File: src/rtl/pcg_pkg.sv
// Shared constants and output permutation of the PCG32 generator.
package pcg_pkg;

    localparam int unsigned StateW = 64;
    localparam int unsigned DrawW  = 32;
    localparam int unsigned SeqW   = 63;
    localparam int unsigned CfgIdxW = 2;

    // LCG multiplier and its triple, both modulo 2^64
    localparam logic [StateW-1:0] LcgMult  = 64'd6364136223846793005;
    localparam logic [StateW-1:0] LcgMult3 = LcgMult + (LcgMult << 1);

    // Two multiplier bits retire per cycle
    localparam int unsigned MulSteps = StateW / 2;
    localparam int unsigned MulCntW  = $clog2(MulSteps);
    localparam int unsigned DivCntW  = $clog2(DrawW);

    localparam logic [CfgIdxW-1:0] CfgSeedState = 2'd0;
    localparam logic [CfgIdxW-1:0] CfgSeedSeq   = 2'd1;

    // XSH-RR output of the old state
    function automatic logic [DrawW-1:0] pcg_output(input logic [StateW-1:0] st);
        logic [StateW-1:0]  mix;
        logic [DrawW-1:0]   xs;
        logic [4:0]         rot;
        logic [2*DrawW-1:0] dbl;
        mix = ((st >> 18) ^ st) >> 27;
        xs  = mix[DrawW-1:0];
        rot = st[63:59];
        dbl = {xs, xs} >> rot;
        return dbl[DrawW-1:0];
    endfunction

endpackage

File: src/rtl/pcg_lcg_step.sv
// Digit-serial LCG step: result = operand * LcgMult + inc, two bits per cycle.
module pcg_lcg_step (
    input  logic                          aclk,
    input  logic                          aresetn,
    input  logic                          start,
    input  logic [pcg_pkg::StateW-1:0]    operand,
    input  logic [pcg_pkg::StateW-1:0]    inc,
    output logic                          done,
    output logic [pcg_pkg::StateW-1:0]    result
);

    logic                          busy_reg, busy_next;
    logic                          done_reg, done_next;
    logic [pcg_pkg::MulCntW-1:0]   cnt_reg, cnt_next;
    logic [pcg_pkg::StateW-1:0]    acc_reg, acc_next;
    logic [pcg_pkg::StateW-1:0]    mpl_reg, mpl_next;
    logic [pcg_pkg::StateW-1:0]    mc1_reg, mc1_next;
    logic [pcg_pkg::StateW-1:0]    mc3_reg, mc3_next;
    logic [pcg_pkg::StateW-1:0]    addend;

    always_comb begin
        unique case (mpl_reg[1:0])
            2'd0:    addend = '0;
            2'd1:    addend = mc1_reg;
            2'd2:    addend = mc1_reg << 1;
            default: addend = mc3_reg;
        endcase
    end

    always_comb begin
        busy_next = busy_reg;
        done_next = 1'b0;
        cnt_next  = cnt_reg;
        acc_next  = acc_reg;
        mpl_next  = mpl_reg;
        mc1_next  = mc1_reg;
        mc3_next  = mc3_reg;
        if (start) begin
            busy_next = 1'b1;
            cnt_next  = '0;
            acc_next  = inc;
            mpl_next  = operand;
            mc1_next  = pcg_pkg::LcgMult;
            mc3_next  = pcg_pkg::LcgMult3;
        end else if (busy_reg) begin
            acc_next = acc_reg + addend;
            mpl_next = mpl_reg >> 2;
            mc1_next = mc1_reg << 2;
            mc3_next = mc3_reg << 2;
            cnt_next = cnt_reg + 1'b1;
            if (cnt_reg == pcg_pkg::MulCntW'(pcg_pkg::MulSteps - 1)) begin
                busy_next = 1'b0;
                done_next = 1'b1;
            end
        end
    end

    always_ff @(posedge aclk) begin
        if (!aresetn) begin
            busy_reg <= 1'b0;
            done_reg <= 1'b0;
            cnt_reg  <= '0;
        end else begin
            busy_reg <= busy_next;
            done_reg <= done_next;
            cnt_reg  <= cnt_next;
        end
    end

    always_ff @(posedge aclk) begin
        acc_reg <= acc_next;
        mpl_reg <= mpl_next;
        mc1_reg <= mc1_next;
        mc3_reg <= mc3_next;
    end

    assign done   = done_reg;
    assign result = acc_reg;

endmodule

File: src/rtl/pcg_rem_div.sv
// Bit-serial restoring divider giving the remainder of a 32-bit division.
module pcg_rem_div (
    input  logic                        aclk,
    input  logic                        aresetn,
    input  logic                        start,
    input  logic [pcg_pkg::DrawW-1:0]   dividend,
    input  logic [pcg_pkg::DrawW-1:0]   divisor,
    output logic                        done,
    output logic [pcg_pkg::DrawW-1:0]   remainder
);

    logic                        busy_reg, busy_next;
    logic                        done_reg, done_next;
    logic [pcg_pkg::DivCntW-1:0] cnt_reg, cnt_next;
    logic [pcg_pkg::DrawW-1:0]   rem_reg, rem_next;
    logic [pcg_pkg::DrawW-1:0]   dvd_reg, dvd_next;
    logic [pcg_pkg::DrawW-1:0]   dvs_reg, dvs_next;
    logic [pcg_pkg::DrawW:0]     trial;
    logic [pcg_pkg::DrawW:0]     diff;

    assign trial = {rem_reg, dvd_reg[pcg_pkg::DrawW-1]};
    assign diff  = trial - {1'b0, dvs_reg};

    always_comb begin
        busy_next = busy_reg;
        done_next = 1'b0;
        cnt_next  = cnt_reg;
        rem_next  = rem_reg;
        dvd_next  = dvd_reg;
        dvs_next  = dvs_reg;
        if (start) begin
            busy_next = 1'b1;
            cnt_next  = '0;
            rem_next  = '0;
            dvd_next  = dividend;
            dvs_next  = divisor;
        end else if (busy_reg) begin
            // restore when the trial subtraction borrows
            rem_next = diff[pcg_pkg::DrawW] ? trial[pcg_pkg::DrawW-1:0]
                                             : diff[pcg_pkg::DrawW-1:0];
            dvd_next = dvd_reg << 1;
            cnt_next = cnt_reg + 1'b1;
            if (cnt_reg == pcg_pkg::DivCntW'(pcg_pkg::DrawW - 1)) begin
                busy_next = 1'b0;
                done_next = 1'b1;
            end
        end
    end

    always_ff @(posedge aclk) begin
        if (!aresetn) begin
            busy_reg <= 1'b0;
            done_reg <= 1'b0;
            cnt_reg  <= '0;
        end else begin
            busy_reg <= busy_next;
            done_reg <= done_next;
            cnt_reg  <= cnt_next;
        end
    end

    always_ff @(posedge aclk) begin
        rem_reg <= rem_next;
        dvd_reg <= dvd_next;
        dvs_reg <= dvs_next;
    end

    assign done      = done_reg;
    assign remainder = rem_reg;

endmodule

File: src/rtl/pcg32_bounded_random_generator.sv
// PCG32 XSH-RR generator top level with raw and unbiased ranged draws.
//
//   channel   direction  handshake          payload
//   s_        in         s_valid / s_ready  s_req_type, s_range_low, s_range_high
//   m_        out        m_valid / m_ready  m_value, m_span_error
//   cfg_      in         cfg_wen            cfg_idx, cfg_wdata
//
// A raw draw shows its result once the two-bit-per-cycle LCG multiplier has
// advanced the state. A ranged draw runs the threshold division beside the
// LCG step, then the serial remainder; each rejected draw adds another LCG
// step. A zero span skips both units and answers with m_span_error set.
// After reset or a write to a known register the generator reseeds with
// s_ready low. One result register decouples the output: a new request is
// accepted while the previous result waits for m_ready.
module pcg32_bounded_random_generator (
    input  logic                           aclk,
    input  logic                           aresetn,
    input  logic                           cfg_wen,
    input  logic [pcg_pkg::CfgIdxW-1:0]    cfg_idx,
    input  logic [pcg_pkg::StateW-1:0]     cfg_wdata,
    input  logic                           s_valid,
    output logic                           s_ready,
    input  logic                           s_req_type,
    input  logic [pcg_pkg::DrawW-1:0]      s_range_low,
    input  logic [pcg_pkg::DrawW-1:0]      s_range_high,
    output logic                           m_valid,
    input  logic                           m_ready,
    output logic [pcg_pkg::DrawW-1:0]      m_value,
    output logic                           m_span_error
);

    typedef enum logic [6:0] {
        ST_SEED0 = 7'b0000001,
        ST_SEED1 = 7'b0000010,
        ST_IDLE  = 7'b0000100,
        ST_RAW   = 7'b0001000,
        ST_DRAW  = 7'b0010000,
        ST_MOD   = 7'b0100000,
        ST_OUT   = 7'b1000000
    } fsm_t;

    fsm_t                         fsm_reg, fsm_next;
    logic [pcg_pkg::StateW-1:0]   seed_state_reg, seed_state_next;
    logic [pcg_pkg::SeqW-1:0]     seed_seq_reg, seed_seq_next;
    logic [pcg_pkg::StateW-1:0]   state_reg, state_next;
    logic [pcg_pkg::DrawW-1:0]    rnd_reg, rnd_next;
    logic [pcg_pkg::DrawW-1:0]    lo_reg, lo_next;
    logic [pcg_pkg::DrawW-1:0]    span_reg, span_next;
    logic [pcg_pkg::DrawW-1:0]    thr_reg, thr_next;
    logic                         thr_vld_reg, thr_vld_next;
    logic                         step_vld_reg, step_vld_next;
    logic [pcg_pkg::DrawW-1:0]    res_value_reg, res_value_next;
    logic                         res_err_reg, res_err_next;
    logic                         m_valid_reg, m_valid_next;
    logic [pcg_pkg::DrawW-1:0]    m_value_reg, m_value_next;
    logic                         m_err_reg, m_err_next;

    logic [pcg_pkg::StateW-1:0]   inc;
    logic [pcg_pkg::DrawW-1:0]    s_span;
    logic                         s_fire;
    logic                         out_free;
    logic                         cfg_hit;

    logic                         mul_start;
    logic [pcg_pkg::StateW-1:0]   mul_operand;
    logic                         mul_done;
    logic [pcg_pkg::StateW-1:0]   mul_result;
    logic                         div_start;
    logic [pcg_pkg::DrawW-1:0]    div_dividend;
    logic [pcg_pkg::DrawW-1:0]    div_divisor;
    logic                         div_done;
    logic [pcg_pkg::DrawW-1:0]    div_rem;

    assign inc      = {seed_seq_reg, 1'b1};
    assign s_span   = s_range_high - s_range_low;
    assign s_ready  = (fsm_reg == ST_IDLE);
    assign s_fire   = s_valid && s_ready;
    assign out_free = !m_valid_reg || m_ready;
    assign cfg_hit  = cfg_wen && ((cfg_idx == pcg_pkg::CfgSeedState) ||
                                  (cfg_idx == pcg_pkg::CfgSeedSeq));

    always_comb begin
        seed_state_next = seed_state_reg;
        seed_seq_next   = seed_seq_reg;
        if (cfg_wen) begin
            if (cfg_idx == pcg_pkg::CfgSeedState) begin
                seed_state_next = cfg_wdata;
            end else if (cfg_idx == pcg_pkg::CfgSeedSeq) begin
                seed_seq_next = cfg_wdata[pcg_pkg::SeqW-1:0];
            end
        end
    end

    always_comb begin
        fsm_next       = fsm_reg;
        state_next     = state_reg;
        rnd_next       = rnd_reg;
        lo_next        = lo_reg;
        span_next      = span_reg;
        thr_next       = thr_reg;
        thr_vld_next   = thr_vld_reg;
        step_vld_next  = step_vld_reg;
        res_value_next = res_value_reg;
        res_err_next   = res_err_reg;
        mul_start      = 1'b0;
        mul_operand    = state_reg;
        div_start      = 1'b0;
        div_dividend   = rnd_reg;
        div_divisor    = span_reg;

        unique case (fsm_reg)
            ST_SEED0: begin
                // first step from a cleared state leaves inc; add the seed, step again
                mul_start   = 1'b1;
                mul_operand = inc + seed_state_reg;
                fsm_next    = ST_SEED1;
            end
            ST_SEED1: begin
                if (mul_done) begin
                    state_next = mul_result;
                    fsm_next   = ST_IDLE;
                end
            end
            ST_IDLE: begin
                if (s_fire) begin
                    if (!s_req_type) begin
                        res_value_next = pcg_pkg::pcg_output(state_reg);
                        res_err_next   = 1'b0;
                        mul_start      = 1'b1;
                        fsm_next       = ST_RAW;
                    end else if (s_span == '0) begin
                        res_value_next = '0;
                        res_err_next   = 1'b1;
                        fsm_next       = ST_OUT;
                    end else begin
                        rnd_next      = pcg_pkg::pcg_output(state_reg);
                        lo_next       = s_range_low;
                        span_next     = s_span;
                        thr_vld_next  = 1'b0;
                        step_vld_next = 1'b0;
                        mul_start     = 1'b1;
                        div_start     = 1'b1;
                        div_dividend  = '0 - s_span;
                        div_divisor   = s_span;
                        fsm_next      = ST_DRAW;
                    end
                end
            end
            ST_RAW: begin
                if (mul_done) begin
                    state_next = mul_result;
                    fsm_next   = ST_OUT;
                end
            end
            ST_DRAW: begin
                if (mul_done) begin
                    state_next    = mul_result;
                    step_vld_next = 1'b1;
                end
                if (div_done) begin
                    thr_next     = div_rem;
                    thr_vld_next = 1'b1;
                end
                if (thr_vld_reg && step_vld_reg) begin
                    if (rnd_reg >= thr_reg) begin
                        div_start = 1'b1;
                        fsm_next  = ST_MOD;
                    end else begin
                        // reject: draw again from the advanced state
                        rnd_next      = pcg_pkg::pcg_output(state_reg);
                        mul_start     = 1'b1;
                        step_vld_next = 1'b0;
                    end
                end
            end
            ST_MOD: begin
                if (div_done) begin
                    res_value_next = lo_reg + div_rem;
                    res_err_next   = 1'b0;
                    fsm_next       = ST_OUT;
                end
            end
            ST_OUT: begin
                if (out_free) begin
                    fsm_next = ST_IDLE;
                end
            end
            default: begin
                fsm_next = ST_SEED0;
            end
        endcase

        if (cfg_hit) begin
            fsm_next = ST_SEED0;
        end
    end

    always_comb begin
        m_valid_next = m_valid_reg;
        m_value_next = m_value_reg;
        m_err_next   = m_err_reg;
        if (fsm_reg == ST_OUT && out_free) begin
            m_valid_next = 1'b1;
            m_value_next = res_value_reg;
            m_err_next   = res_err_reg;
        end else if (m_ready) begin
            m_valid_next = 1'b0;
        end
    end

    always_ff @(posedge aclk) begin
        if (!aresetn) begin
            fsm_reg        <= ST_SEED0;
            seed_state_reg <= '0;
            seed_seq_reg   <= '0;
            thr_vld_reg    <= 1'b0;
            step_vld_reg   <= 1'b0;
            m_valid_reg    <= 1'b0;
        end else begin
            fsm_reg        <= fsm_next;
            seed_state_reg <= seed_state_next;
            seed_seq_reg   <= seed_seq_next;
            thr_vld_reg    <= thr_vld_next;
            step_vld_reg   <= step_vld_next;
            m_valid_reg    <= m_valid_next;
        end
    end

    always_ff @(posedge aclk) begin
        state_reg     <= state_next;
        rnd_reg       <= rnd_next;
        lo_reg        <= lo_next;
        span_reg      <= span_next;
        thr_reg       <= thr_next;
        res_value_reg <= res_value_next;
        res_err_reg   <= res_err_next;
        m_value_reg   <= m_value_next;
        m_err_reg     <= m_err_next;
    end

    pcg_lcg_step u_lcg (
        .aclk    (aclk),
        .aresetn (aresetn),
        .start   (mul_start),
        .operand (mul_operand),
        .inc     (inc),
        .done    (mul_done),
        .result  (mul_result)
    );

    pcg_rem_div u_div (
        .aclk      (aclk),
        .aresetn   (aresetn),
        .start     (div_start),
        .dividend  (div_dividend),
        .divisor   (div_divisor),
        .done      (div_done),
        .remainder (div_rem)
    );

    assign m_valid      = m_valid_reg;
    assign m_value      = m_value_reg;
    assign m_span_error = m_err_reg;

endmodule

File: config.mk
export PLATFORM = sky130hd
export DESIGN_NAME = pcg32_bounded_random_generator
export DESIGN_NICKNAME = d
export VERILOG_FILES = /design/src/rtl/pcg_pkg.sv /design/src/rtl/pcg_lcg_step.sv /design/src/rtl/pcg_rem_div.sv /design/src/rtl/pcg32_bounded_random_generator.sv
export SDC_FILE = /design/constraint.sdc
export NUM_CORES = 2
export LEC_CHECK = 0
export BUFFER_PORTS_ARGS = -buffer_cell sky130_fd_sc_hd__buf_4
export CELL_PAD_IN_SITES_DETAIL_PLACEMENT = 2
export CELL_PAD_IN_SITES_GLOBAL_PLACEMENT = 2
export CORE_ASPECT_RATIO = 1.5
export CORE_UTILIZATION = 41
export DETAILED_ROUTE_END_ITERATION = 7
export PLACE_DENSITY = 0.83
export SLEW_MARGIN = 5
export SYNTH_ARGS = -nofsm -noshare
export SYNTH_HDL_FRONTEND = slang
export SYNTH_HIERARCHICAL = 1
export SYNTH_SLANG_ARGS = --single-unit
File: constraint.sdc
create_clock -name aclk -period 8.4 [get_ports aclk]
set_clock_uncertainty 0.1 [all_clocks]
set_input_delay 1.26 -clock aclk [delete_from_list [all_inputs] [get_ports aclk]]
set_output_delay 1.26 -clock aclk [all_outputs]
set_load 0.005 [all_outputs]
# Word level (Yosys, flattened, before mapping)
# Index checks and enable logic that the tools add are counted.
dict set report totals {
  ff_bits 760
  word_cells 173
  out_inout_bits 35
  inputBits 136
}
dict set report classes {
  eq_ne 24
  mux 73
  bitwise 6
  reduce_logical 31
  n_addsub 8
  shifts 1
  n_lt_le_gt_ge 1
}
# cell n
set op_table {}
lappend op_table {{$mux W32} 20}
lappend op_table {{$mux W64} 5}
lappend op_table {{$pmux W64 S3} 1}
lappend op_table {{$add A64 B64 Y64} 2}
lappend op_table {{$pmux W32 S2} 2}
lappend op_table {{$shr A64 B5 Y32} 1}
lappend op_table {{$mux W7} 9}
lappend op_table {{$xor A46 B59 Y59} 1}
lappend op_table {{$pmux W7 S7} 1}
lappend op_table {{$sub A33 B32 Y33} 1}
lappend op_table {{$add A32 B32 Y32} 1}
lappend op_table {{$ge A32 B32 Y1} 1}
lappend op_table {{$logic_not A32 Y1} 1}
lappend op_table {{$sub A1 B32 Y32 const A} 1}
lappend op_table {{$sub A32 B32 Y32} 1}
lappend op_table {{$mux W1} 30}
lappend op_table {{$ne A2 B1 Y1 const B} 6}
lappend op_table {{$reduce_and A4 Y1} 3}
lappend op_table {{$add A5 B1 Y5 const B} 2}
lappend op_table {{$eq A5 B5 Y1 const B} 2}
lappend op_table {{$ne A2 B2 Y1 const B} 5}
lappend op_table {{$reduce_bool A2 Y1} 5}
lappend op_table {{$reduce_or A3 Y1} 3}
lappend op_table {{$pmux W1 S2} 4}
lappend op_table {{22 further kinds} 36}

# Depth between registers and ports, before layout
dict set report logic_depth {
  word_depth 7
  mapped_depth 23
  ltp_nobuf 20
}

# Cells and area by module
# Netlist, hierarchy kept.
# mod n_inst area_each_um2 cells_each
set by_module_without_submodules {}
lappend by_module_without_submodules {pcg32_bounded_random_generator 1 25076.6 2692}
lappend by_module_without_submodules {pcg_lcg_step 1 14747.9 1479}
lappend by_module_without_submodules {pcg_rem_div 1 6075.8 605}

# Least setup slack after synthesis
# Ideal clock, no wire load.
dict set report synth_timing {
  kind {input -> register}
  start {in s_range_high[0] (netlist name)}
  end {reg u_lcg/mpl_reg[0] (netlist name) (enable)}
  stages 19
  setup_slack_ns 1.465
  path_buffers 4
  setup_ns 0.433
  arrival_ns 6.402
  cell_sequence {inv_1 ha_1 fa_1 nor2b_1 o31ai_2 a211oi_4 nor3_2 o32a_2 o21ai_2 xor2_2 nor3_1 and3_1 buf_6 nand3_1 a311o_1 clkbuf_1 clkbuf_1 clkbuf_1 or2_2}
}
dict set report synth_between {
  elab_chain_len 7
}
# element line_no
set synth_lines {}
lappend synth_lines {{from (decl)} pcg32_bounded_random_generator.sv:25} ;# input logic [pcg_pkg::DrawW-1:0] s_range_high,
lappend synth_lines {{$sub A32 B32 Y32} pcg32_bounded_random_generator.sv:75} ;# assign s_span = s_range_high - s_range_low;
lappend synth_lines {{$logic_not A32 Y1} pcg32_bounded_random_generator.sv:131} ;# end else if (s_span == '0) begin
lappend synth_lines {{$mux W1} pcg32_bounded_random_generator.sv:131}
lappend synth_lines {{$mux W1} pcg32_bounded_random_generator.sv:126} ;# if (!s_req_type) begin
lappend synth_lines {{$mux W1} pcg32_bounded_random_generator.sv:125} ;# if (s_fire) begin
lappend synth_lines {{$pmux W1 S3} pcg32_bounded_random_generator.sv:111} ;# unique case (fsm_reg)
lappend synth_lines {{net mul_start} pcg32_bounded_random_generator.sv:64} ;# logic mul_start;
lappend synth_lines {{$reduce_bool A2 Y1 (no source line)} n/a}
lappend synth_lines {{to (signal assigned)} pcg_lcg_step.sv:72} ;# mpl_reg <= mpl_next;
lappend synth_lines {{to (decl)} pcg_lcg_step.sv:16} ;# logic [pcg_pkg::StateW-1:0] mpl_reg, mpl_next;
# The timed path passes the listed nets, and every way through them passes these cells.
# A chain may end at the register's enable or synchronous reset.

# Final worst setup path
dict set report layout_timing {
  start {in s_range_low[1] (netlist name)}
  end {reg u_lcg.acc_reg, in the netlist u_lcg/result[60] (data pin)}
}
dict set report layout_between {
  elab_chain_len 7
}
# element line_no
set layout_lines {}
lappend layout_lines {{from (decl)} pcg32_bounded_random_generator.sv:24} ;# input logic [pcg_pkg::DrawW-1:0] s_range_low,
lappend layout_lines {{$sub A32 B32 Y32} pcg32_bounded_random_generator.sv:75}
lappend layout_lines {{$logic_not A32 Y1} pcg32_bounded_random_generator.sv:131}
lappend layout_lines {{$mux W1} pcg32_bounded_random_generator.sv:131}
lappend layout_lines {{$mux W1} pcg32_bounded_random_generator.sv:126}
lappend layout_lines {{$mux W1} pcg32_bounded_random_generator.sv:125}
lappend layout_lines {{$pmux W1 S3} pcg32_bounded_random_generator.sv:111}
lappend layout_lines {{net mul_start} pcg32_bounded_random_generator.sv:64}
lappend layout_lines {{$mux W64} pcg_lcg_step.sv:38} ;# if (start) begin
lappend layout_lines {{net u_lcg.acc_next (one bit)} pcg_lcg_step.sv:15} ;# logic [pcg_pkg::StateW-1:0] acc_reg, acc_next;
lappend layout_lines {{to (signal assigned)} pcg_lcg_step.sv:71} ;# acc_reg <= acc_next;
lappend layout_lines {{to (decl)} pcg_lcg_step.sv:15}
# The timed path passes the listed nets, and every way through them passes these cells.

==> impl_results.md <==
- Status: finished clean
- Die area: around 110000 sq um
- Sum of net half-perimeters after detailed placement: 128600 microns
- Pin count of the biggest net entering global routing: 119
- Critical path fanouts, max: 54
- Hold-fix buffers at CTS: 0
- Part of the total power dissipated in sequential elements: 36.7%
- Worst vdd rail ir drop: 0.1651 mV
- F_max: 0.1531 GHz
- Final sum of negative setup slack: 0 ns
- Detailed-routed wire length on met3: 4648 microns
- Part of the cycle the worst path needs: 77.74%
- Clk sink count: 748
- Worst-Margin Slew: 1.110 ns
- Internal power: 0.008195 W
- Routability-driven placement congestion ratio: 0.9126
- Core footprint: 111300 sq um
- M1 WL: 61320 microns
- Share of total power consumed by net switching: 36.83%
- Startpoint types: primary input
- Number of DRC violations after detailed routing: 0
- Overall fraction of global-route tracks in use: 30.32%
- Req. time, crit path: just under 9 ns
- Nets in the synthesized netlist: 5179
- Residual overflow from global routing: 0
- Count of different cell masters after synthesis: 110
- Minimum clock period: between 6 and 7 ns
- Number of maximum-capacitance violations: 0
- Power per standard cell area: 253.6 nW/um^2
- Sequential cell area: 19160 sq um
- Proportion of synthesized flip-flops having asynchronous set or reset: 0%
- Most instantiated flip-flop cell in the synthesis netlist: sky130_fd_sc_hd__edfxtp_1
- Final Slew Violations: 0
- Final standard cell area without fillers: between 50000 and 60000 sq um
- Cell area after placement: 48360 sq um
- Fraction of final layout cells sized beyond drive strength 1: 13.53%
- Filler cell count in the final layout: 11730
- Met2 layer wire length in the routed design: 93610 microns
- Maximum count of clock buffers along a single path: 3
- Overall die width: roughly 280 microns
- Number of global-route vias before repair: 42670
- Total via count in the routed design: 37820
- Number of hold violations in the final report: 0
- Num CTS Buffers: slightly above 80
- Combinational Power Share: about a third
- Number of buffers added for setup after CTS: 0
- Top routing layer in use: met4
- Kind of critical path: primary input to flip-flop
- Initial standard-cell utilization of the core: 41.24%
- Crit-path most repeated cell: sky130_fd_sc_hd__buf_4
- Worst slew margin relative to its limit: a little over a quarter
- Initial antenna violation count: 1
- Routed WL per cell: 27.33 microns
- Global-route wire length before repair: ~260000 microns
- Mapped Area: between 40000 and 50000 sq um
- Layout overhead on the synthesized area: 11.46%
- Mapped Avg Cell Area: slightly below 10 sq um
- Signal arrival time at the worst endpoint: 6.86 ns
- Post-CTS clock slew at the launch and capture registers of the worst setup and hold paths: 0.06 ns
- Unrepaired setup endpoints after global routing: no
- Flip-flop and latch count after synthesis: 748
- Total of warnings raised by yosys: 6
- Proportion of power drawn by the clock network: 29.6%
- Clock root buffer master: sky130_fd_sc_hd__clkbuf_16
- Number of placed I/O pins: 171
- Capturing element type of the critical path: flip-flop
- CTS tree: done
- Via-to-Cell Ratio: 5.975
- Clk Latency, worst-skew pair: 0.70 ns
- Cell Chain, Critical Path: buf_4, inv_1, ha_1, nor2b_1, o2111ai_1, a21boi_1, o211ai_1, and2_1, nand2_1, xnor2_1, nand4b_2, nor3_4, nand3_1, a311o_2, buf_4, buf_4, nor4_1, a311oi_1
- Number of buffers inserted by port buffering: 170
- Number of gates resized after cts: 0
- Multi-input gate area in the final layout: 25080 sq um
- Crit-path max cell delay: 0.76 ns
- Detailed-router iteration count before antenna repair: 7
- Final layout net count: 5220
- Number of placement rows: 150
- Static Leak: 20.62 nW
- Vertical die dimension: 411.8 microns
- Detail Route Antenna Nets: 0
- Number of flops mapped to enable cells by yosys: 418
- Tightest Hold Check Type: flip-flop to flip-flop
- Synthesized netlist cell count: 4776
- H-tree depth: 3
- Number of diodes: 0
- Net switching power of the design: approximately 0.0048 W
- Setup Viol. Count Final: 0
- Final wirelength: 173000 microns
- Iteration-0 DRC Markers: around 1800
- Sequential element share of the synthesized area: 41.74%
- Highest-delay cell along the critical path: sky130_fd_sc_hd__o211ai_1
==> power by group through the flow <==
stage / Sequential, W / Clock (W) / Combinational (W)
after floorplan: 0.00462 / 0 / 0.00308
after global placement: 0.00482 / 0 / 0.00407
after detailed placement: 0.00483 / 0 / 0.00425
after CTS: 0.00477 / 0.00392 / 0.00434
after global routing: 0.00480 / 0.00403 / 0.00471
final: 0.00477 / 0.00384 / 0.00437
==> critical path: cells and delay by family <==
kind / cells / cell delay, ns
compound gates: 5 / 2.03
xor+xnor: 1 / 0.56
fa+ha+maj: 1 / 0.29
buf+inv: 4 / 0.91
simple gates: 7 / 1.77
==> layout make-up <==
cell class | instances | area share [%]
multi-input combinational | 3591 | 49.01
sequential | 748 | 37.46
clock buffer | 115 | 4.642
tap | 1444 | 3.532
timing repair buffer | 213 | 3.199
inverter | 180 | 1.321
clock inverter | 39 | 0.8340
==> per-stage QoR <==
step | hold WS [ns] | total power, W | utilization [%] | cells | setup slack, ns
after floorplan | 0.3003 | 0.007704 | - | 4776 | 1.465
after global placement | 0.3034 | 0.008884 | 43.45 | 6176 | 1.540
after detailed placement | 0.3083 | 0.009086 | 43.45 | 6176 | 1.277
after CTS | 0.3240 | 0.01303 | 45.97 | 6330 | 1.990
after global routing | 0.3348 | 0.01355 | 45.97 | 6330 | 1.721
final | 0.3207 | 0.01297 | 45.97 | 6330 | 1.870
==> worst paths after layout <==
| path | start | cells after the start | slack, ns | end |
|---|---|---|---|---|
| setup / recovery | s_range_low[1] | 18 | 1.87 | u_lcg/result[60]$_DFFE_PP_ |
| hold / removal | res_value_reg[7]$_DFFE_PP_ | 0 | 0.32 | m_value[7]$_DFFE_PP_ |
| setup reg to reg | seed_state_reg[2]$_SDFFE_PN0P_ | 13 | 2.75 | u_lcg/mpl_reg[48]$_DFFE_PP_ |
| hold reg to reg | res_value_reg[7]$_DFFE_PP_ | 0 | 0.32 | m_value[7]$_DFFE_PP_ |
==> metal layers <==
layer | vias to the layer above | global-route usage, %
met3 | 438 | 3.212
met2 | 812 | 58.20
met5 | - | 0
met4 | 0 | 21.82
met1 | 19180 | 29.63
li1 | 17390 | -
==> cells by family (layout without fill, tap and decap cells) <==
group           count (synthesis)  after routing  synth area share, %
simple gates                 1396           1396                14.06
compound gates               1303           1303                18.98
flops                         748            748                41.74
buf+inv                       437            547                3.852
mux                           377            377                9.235
fa+ha+maj                     267            267                7.360
xor+xnor                      247            247                4.762
other cells                     1              1             0.008170
==> layout by cell type (no fill, tap or decap), drive strengths merged, types with 13 or more instances in the layout <==
cell    instances
a21boi        140
and3           31
inv           185
nand2         653
clkinv         28
o21bai         45
o31ai          18
o21ai         305
o211ai         18
ha            262
a21oi         282
clkbuf        115
a211oi         41
mux2          226
a21o          146
dfxtp         330
a211o          64
nor4           19
buf           213
a311oi         14
xnor2         148
xor2           99
edfxtp        418
nand2b         34
nor2          277
o21a           29
a22o           68
a31oi          40
mux2i         143
and2           79
nand4          64
a221oi         13
or3            22
nor2b          36
or2            14
nand3          75
nor3           51
==> cells in the mapped netlist (8+ instances only) <==
library cell	n	area share (%)
sky130_fd_sc_hd__buf_2	15	0.16
sky130_fd_sc_hd__mux2_4	21	0.69
sky130_fd_sc_hd__xor2_1	97	1.9
sky130_fd_sc_hd__mux2_2	204	5.0
sky130_fd_sc_hd__or3_1	22	0.30
sky130_fd_sc_hd__or2_2	12	0.16
sky130_fd_sc_hd__o21ai_1	23	0.25
sky130_fd_sc_hd__nor2b_1	35	0.48
sky130_fd_sc_hd__nand3_1	74	0.81
sky130_fd_sc_hd__o31a_1	9	0.17
sky130_fd_sc_hd__a221oi_1	13	0.25
sky130_fd_sc_hd__nor4_1	17	0.23
sky130_fd_sc_hd__clkbuf_1	209	1.7
sky130_fd_sc_hd__a211o_1	64	1.2
sky130_fd_sc_hd__o31ai_1	16	0.26
sky130_fd_sc_hd__nand4_1	62	0.85
sky130_fd_sc_hd__a21oi_1	279	3.0
sky130_fd_sc_hd__edfxtp_1	418	27
sky130_fd_sc_hd__mux2i_1	142	3.1
sky130_fd_sc_hd__nand2b_1	34	0.46
sky130_fd_sc_hd__and3_1	28	0.38
sky130_fd_sc_hd__a311oi_1	13	0.25
sky130_fd_sc_hd__xnor2_1	147	2.8
sky130_fd_sc_hd__nand2_1	652	5.3
sky130_fd_sc_hd__a21o_1	146	2.4
sky130_fd_sc_hd__a22o_1	68	1.3
sky130_fd_sc_hd__inv_1	176	1.4
sky130_fd_sc_hd__buf_1	19	0.16
sky130_fd_sc_hd__o21a_1	29	0.47
sky130_fd_sc_hd__and2_1	79	1.1
sky130_fd_sc_hd__a21boi_0	135	2.2
sky130_fd_sc_hd__a211oi_1	36	0.59
sky130_fd_sc_hd__nor3_1	48	0.52
sky130_fd_sc_hd__ha_1	262	7.1
sky130_fd_sc_hd__dfxtp_1	330	14
sky130_fd_sc_hd__nor2_1	277	2.3
sky130_fd_sc_hd__a31oi_1	39	0.53
sky130_fd_sc_hd__o21ai_0	280	3.1
sky130_fd_sc_hd__o211ai_1	18	0.29
sky130_fd_sc_hd__o21bai_1	44	0.72
sky130_fd_sc_hd__mux4_2	8	0.39
(Power assumes the default switching activity.)
